<file path="config.mk">
export PLATFORM = sky130hd
export DESIGN_NAME = sawtc_ctrl
export DESIGN_NICKNAME = d
export VERILOG_FILES = /design/src/rtl/sawtc_pkg.sv /design/src/rtl/sawtc_ctrl.sv
export SDC_FILE = /design/constraint.sdc
export NUM_CORES = 1
export LEC_CHECK = 0
export BUFFER_PORTS_ARGS = -buffer_cell sky130_fd_sc_hd__buf_2
export CAP_MARGIN = 20
export CORE_AREA = 4 4 41 43
export DETAILED_ROUTE_END_ITERATION = 10
export DIE_AREA = 0 0 45 47
export GPL_TIMING_DRIVEN = 0
export PLACE_DENSITY_LB_ADDON = 0.1
export RECOVER_POWER = 100
export SETUP_SLACK_MARGIN = 0.3
export SLEW_MARGIN = 15
export SYNTH_ARGS = -nofsm -noshare
export SYNTH_HDL_FRONTEND = slang
export SYNTH_SLANG_ARGS = --single-unit
</file>
<file path="constraint.sdc">
create_clock -name clock -period 1.9 [get_ports clock]
set_input_delay 0.285 -clock clock [delete_from_list [all_inputs] [get_ports clock]]
set_output_delay 0.285 -clock clock [all_outputs]
set_load 0.01 [all_outputs]
</file>
<file path="src/rtl/sawtc_pkg.sv">
`timescale 1ns / 1ps

package sawtc_pkg;

   localparam int LINE_SHIFT = 6;
   localparam int LINE_BYTES = 64;
   localparam logic [15:0] LFSR_SEED = 16'hACE1;

   localparam logic CMD_READ  = 1'b0;
   localparam logic CMD_WRITE = 1'b1;

   // Commands from the controller to the datapath.
   typedef struct packed {
      logic load;        // capture a new request
      logic part_setup;  // select part two of a split access
      logic tag_rd;      // issue tag lookup for the current part
      logic resolve;     // evaluate hit and choose a victim
      logic byte_op;     // perform one byte read or write step
      logic fill_step;   // move one byte from memory into the victim line
      logic fill_done;   // install tag and valid for the victim line
   } ctl_type;

   // Status from the datapath to the controller.
   typedef struct packed {
      logic zero_len;
      logic is_write;
      logic hit;
      logic bytes_done;
      logic fill_last;
      logic need_second;
      logic on_second;
      logic clear_done;
   } sts_type;

endpackage

</file>
<file path="src/rtl/sawtc_ctrl.sv">
`timescale 1ns / 1ps

module sawtc_ctrl (
   input  logic               clock,
   input  logic               reset,
   input  logic               req_tvalid,
   output logic               req_tready,
   output logic               rsp_tvalid,
   input  logic               rsp_tready,
   input  sawtc_pkg::sts_type sts,
   output sawtc_pkg::ctl_type ctl
);

   localparam logic [3:0] S_CLEAR   = 4'd0;
   localparam logic [3:0] S_IDLE    = 4'd1;
   localparam logic [3:0] S_LOOKUP  = 4'd2;
   localparam logic [3:0] S_RESOLVE = 4'd3;
   localparam logic [3:0] S_FILL    = 4'd4;
   localparam logic [3:0] S_FILLEND = 4'd5;
   localparam logic [3:0] S_BYTES   = 4'd6;
   localparam logic [3:0] S_NEXT    = 4'd7;
   localparam logic [3:0] S_RESP    = 4'd8;

   logic [3:0] state_ff, state_in;

   always_ff @(posedge clock) begin
      if (reset) begin
         state_ff <= S_CLEAR;
      end else begin
         state_ff <= state_in;
      end
   end

   always_comb begin
      state_in   = state_ff;
      ctl        = '0;
      req_tready = 1'b0;
      rsp_tvalid = 1'b0;
      case (state_ff)
         S_CLEAR: begin
            if (sts.clear_done) begin
               state_in = S_IDLE;
            end
         end
         S_IDLE: begin
            req_tready = 1'b1;
            if (req_tvalid) begin
               ctl.load = 1'b1;
               state_in = S_LOOKUP;
            end
         end
         S_LOOKUP: begin
            if (sts.zero_len) begin
               state_in   = S_RESP;
            end else begin
               ctl.tag_rd = 1'b1;
               state_in   = S_RESOLVE;
            end
         end
         S_RESOLVE: begin
            ctl.resolve = 1'b1;
            if (sts.hit || sts.is_write) begin
               state_in = S_BYTES;
            end else begin
               state_in = S_FILL;
            end
         end
         S_FILL: begin
            ctl.fill_step = 1'b1;
            if (sts.fill_last) begin
               state_in = S_FILLEND;
            end
         end
         S_FILLEND: begin
            ctl.fill_done = 1'b1;
            state_in      = S_BYTES;
         end
         S_BYTES: begin
            ctl.byte_op = 1'b1;
            if (sts.bytes_done) begin
               state_in = S_NEXT;
            end
         end
         S_NEXT: begin
            if (sts.need_second && !sts.on_second) begin
               ctl.part_setup = 1'b1;
               state_in       = S_LOOKUP;
            end else begin
               state_in   = S_RESP;
            end
         end
         S_RESP: begin
            rsp_tvalid = 1'b1;
            if (rsp_tready) begin
               state_in = S_IDLE;
            end
         end
         default: begin
            state_in = S_IDLE;
         end
      endcase
   end

endmodule

</file>
# [Yosys cells after proc, flatten, opt, wreduce, memory -nomap -nowiden]
# Cells that the tools add are included.
[totals] elab_cells=40 rom_bits=0 register_bits=4 inputBits=12 ram_bits=0 latch_bits=0 memories=0
[op_classes] bitwise_logic=0 muxes=21 shifts=0 multipliers=0 addsub=0 n_reduce_logical=5 order_cmp=0 n_eq_ne=13 n_div=0
[op_table] cell="case mux 4 bit (9 select lines)" count=1
[op_table] cell="2-to-1 mux 4 bit" count=7
[op_table] cell="== test 4 x 3 -> 1 bit (second input constant)" count=4
[op_table] cell="2-to-1 mux 1 bit" count=12
[op_table] cell="inequality test 2 bit (second input constant)" count=5
[op_table] cell="== test 4 x 2 -> 1 bit (second input constant)" count=2
[op_table] cell="AND reduction 5 bit" count=1
[op_table] cell="== test 4 x 1 -> 1 bit (second input constant)" count=1
[op_table] cell="== test 4 bit (second input constant)" count=1
[op_table] cell="zero test 4 bit" count=1
[op_table] cell="2-to-1 mux 2 bit" count=1
[op_table] cell="logical AND 1 bit" count=1
[op_table] cell="zero test 1 bit" count=1
[op_table] cell="logical OR 1 bit" count=1

# [Depth between registers and ports, before layout]
[depth] depth_word=4 mapped_depth=5

# [Worst setup path before layout]
# Ideal clock, no wire load.
[synth_timing] kind="reg2out" from="register state_ff[1]" to="output ctl[6] (netlist bit)" setup_slack_ps=524 stages_incl_launch_ff=4 arrival_ps=1091 required_time_ps=1615 cell_sequence="dfxtp_1 -> buf_2 -> nor3_1 -> and2_1"
[synth_lines] item="from (decl)" line_no="sawtc_ctrl.sv:24" rtl="logic [3:0] state_ff, state_in;"
[synth_lines] item="from (signal assigned)" line_no="sawtc_ctrl.sv:30" rtl="state_ff <= state_in;"
[synth_lines] item="to (decl)" line_no="sawtc_ctrl.sv:11" rtl="output sawtc_pkg::ctl_type ctl"

==> results.txt <==
The flow ran to the end, and the final reports show no timing, DRC or antenna violations. The cell depth of the worst flop-to-flop path came out at 4. Yosys attributes the largest share of cell area to dfxtp_1, nand2b_1, nor3_1.

The register with the most flip-flops in the layout has 4 of them. The proportion of register bits with asynchronous set or reset after synthesis is 0%. The number of filler instances in the final layout is 149. The maximum number of buffers from clock root to sink is 2. Across the routed clock network, the largest skew measured is 0.00226 ns. The top cell type by area accounts for 20.1% of the synthesized area.

In this run the mean area of a mapped cell was between 7 and 8 µm². The data arrival time of the critical path came out at 1.29 ns. The post-layout total power came out at 0.460 mW.

The peak ir drop on the vdd network came out at between 0.3 and 0.4 mV. In this design, the stage delay of the slowest critical-path cell is about 0.30 ns. Of all nets on the critical path, the largest fanout is 10. When the netlist entered floorplanning its net count stood at 66. The congestion estimate from routability-driven global placement came to 0.735.

The routed wire length came out at around 1100 µm. Synthesis inferred 4 register bits. The number of instances on the worst hold path is 2. The share of cells above drive strength 1 came out at between 20 and 30%. The overall via count from detail_route came out at about 460. For this design the ratio of total power to cell area is ~870 mW/mm². The library cell occupying the most area in the post-synthesis netlist is dfxtp_1. Setup repair after global routing could not meet its margin everywhere. The ratio of final minimum period to clock period came out at just over 80%.

The startpoint kind of the worst setup timing path is a flop. In this run the count of I/O pins placed on the die edge is 21. The detailed-route wire length per cell came out at between 10 and 15 µm. Clock latency on the worst-skew pair, taken at its later pin, is roughly 0.23 ns. The die area is roughly 0.0021 mm². After clock tree synthesis, the clock-pin slew on the worst setup and hold paths is ~0.030 ns. The synthesized netlist cell count came out at 54. The diode insertion count for antenna repair is 0. The final count of negative-setup-slack endpoints is 0. The number of buffers inserted during clock tree synthesis came out at 3.

The total track usage is a little under an eighth. The most used flip-flop cell after synthesis is dfxtp_1. The number of maximum-capacitance constraint violations came out at 0. The vertical die dimension is between 40 and 50 µm. The worst hold path begins at reset.

Counting flops with a built-in enable in the synthesized netlist gives 0. In this run the number of H-tree levels came out at 1. The share of the Yosys chip area taken by registers is between 20% and 30%. The number of DRC violations after detailed-routing iteration 0 came out at 9. The number of hold violations in the final report is 0. The number of buffers inserted for hold repair after clock tree synthesis came out at 0. For this run the aggregate overflow at the end of global routing stands at 0. The largest registers in the layout are state_ff: 4 flops.

The hold-critical path endpoint is state_ff[2]. The cell sitting at the root of the clock tree is a clkbuf_4. The global-route wire length before repair came out at roughly 1700 µm. In this run the critical register-to-register path is captured at state_ff[3].

Input and output buffers added on the ports amount to 20. The iteration count of the initial detailed-routing pass is 3. The net count of the finished layout is a little over 90. The post-detailed-route DRC marker count came out at 0. The post-CTS repair timing setup buffer count came out at 0. The tightest slew margin relative to the limit is approximately four fifths.

The worst path in the final design needs a cycle of ~1.6 ns, including I/O delays and setup. Derived from the worst setup path, the maximum achievable clock frequency is about 630 MHz. The post-synth design cell area is 398 µm².

The worst register-to-register path begins at state_ff[3]. The post-route antenna net violation count is 0. The post-route setup TNS came out at 0 ns. The critical path's slowest cell is dfxtp_1. The slack of the worst reg-to-reg path came out at around 0.43 ns. The area of the core region came out at about 0.0013 mm². The count of unique library cells instantiated by Yosys came out at 26. The number of rows in the core area came out at 13. The element type at the critical path end is an output pin. The synthesis warning total is 0. The total half-perimeter wirelength after legalization and detailed placement came out at 842 µm. The CTS tree is done.

The die span in x is approximately 45 µm. The type of the most critical hold path is in2reg. Using the TritonRoute via totals, the vias-per-cell ratio works out to 5.01.

The number of max-slew violations in the final report came out at 0. The relative area change from synthesis to final layout is 33.0%. The clock sink count came out at 4.

The most frequent cell after synthesis is nand2b_1. The pin slew with the least headroom to its limit came out at ~0.29 ns. The initial antenna violation count came out at 0. By count the netlist is led by nand2b_1, nor2_1, nand2_1, nor3_1, dfxtp_1.

The register with the most flip-flops is state_ff. The worst setup path is of the reg2out kind. Entering global routing, the biggest net connects 11 pins. The via count of the first global-routing pass came out at 395. The critical path goes through buf_6 > nand2b_1 > nor3_1 > clkbuf_1.

The starting utilization of the core area came out at a little under a third. The required time at the worst-slack endpoint came out at around 1.6 ns. The leakage power is between 0.2 and 0.25 nW.
==> power by group <==
group | total, mW | switching [mW] | internal [mW]
clock network | 0.103 | 0.0325 | 0.0705
logic | 0.237 | 0.133 | 0.104
registers | 0.120 | 0.0167 | 0.103
==> placed cells by master, fill, tap and decap left out <==
| master | n |
|---|---|
| nor3_1 | 5 |
| o21ai_0 | 1 |
| and2_1 | 1 |
| clkbuf_1 | 7 |
| o211ai_1 | 1 |
| o32a_1 | 1 |
| a221oi_1 | 1 |
| buf_6 | 1 |
| dfxtp_2 | 1 |
| or3_1 | 1 |
| nor4_1 | 1 |
| dfxtp_1 | 3 |
| nor4b_2 | 1 |
| a31oi_1 | 2 |
| nand4b_1 | 1 |
| inv_1 | 2 |
| nand2_1 | 5 |
| buf_2 | 14 |
| o41ai_2 | 1 |
| or4b_1 | 1 |
| buf_4 | 2 |
| o21bai_1 | 1 |
| nor2_1 | 6 |
| mux2i_1 | 1 |
| clkbuf_4 | 3 |
| nand2b_1 | 9 |
| xnor2_1 | 1 |
| nand3_1 | 1 |
| a21oi_1 | 2 |
==> logic make-up (layout without fill, tap and decap cells) <==
kind of cell              after synthesis  count (layout)  synth area share [%]
muxes                                   1               1                  2.52
xor gates and xnor gates                1               1                  2.20
AOI/OAI and AO/OA                      10              10                  19.5
and+or+nand+nor                        32              32                  47.2
DFF                                     4               4                  20.1
buffers and inverters                   6              29                  8.49
==> cell type report <==
class | instances | area (µm²) | area share, %
well taps | 15 | 18.8 | 3.55
flip-flops and latches | 4 | 81.3 | 15.4
inverters | 2 | 7.51 | 1.42
repair buffers | 20 | 91.3 | 17.3
clock buffers | 3 | 22.5 | 4.26
multi-input cells | 44 | 277 | 52.2
plain buffers | 4 | 31.3 | 5.91
==> worst max-delay path by stage <==
| stage | start | end |
|---|---|---|
| global placement | state_ff[2] | state_ff[1] |
| detailed placement | state_ff[1] | state_ff[0] |
| global route | state_ff[3] | ctl[4] |
| CTS | state_ff[1] | ctl[6] |
| finish | state_ff[3] | ctl[5] |
| floorplan | state_ff[1] | ctl[6] |
==> routing by layer <==
| layer | wire length, µm | track usage, % | vias to the layer above |
|---|---|---|---|
| met3 | 96 | 5.75 | 0 |
| met5 | 0 | 0 | - |
| met4 | 0 | 0 | 0 |
| li1 | - | - | 241 |
| met2 | 460 | 19.5 | 16 |
| met1 | 525 | 14.1 | 204 |
==> through the flow <==
| stage | setup slack, ns | utilization, % | std cells | hold WS [ns] | instance area, µm² |
|---|---|---|---|---|---|
| 2_1_floorplan | 0.524 | - | 54 | 0.354 | 398 |
| 3_3_place_gp | 0.460 | 39.7 | 89 | 0.540 | 517 |
| 3_5_place_dp | 0.484 | 39.7 | 89 | 0.549 | 517 |
| 4_1_cts | 0.329 | 41.8 | 92 | 0.299 | 544 |
| 5_1_grt | 0.182 | 40.7 | 92 | 0.303 | 529 |
| 6_report | 0.324 | 40.7 | 92 | 0.313 | 529 |
==> repair_timing <==
item	in CTS	in global routing
cloned	0	0
resized for setup	1	5
setup endpoints to repair	1	3
==> worst max-delay path: cells and delay by family, from the launching register on <==
kind                   cells  cell delay, ns
buffers and inverters      2            0.30
flip-flops                 1            0.30
AND/OR/NAND/NOR            2            0.46
No activity file was read; power rests on OpenSTA's default activity.
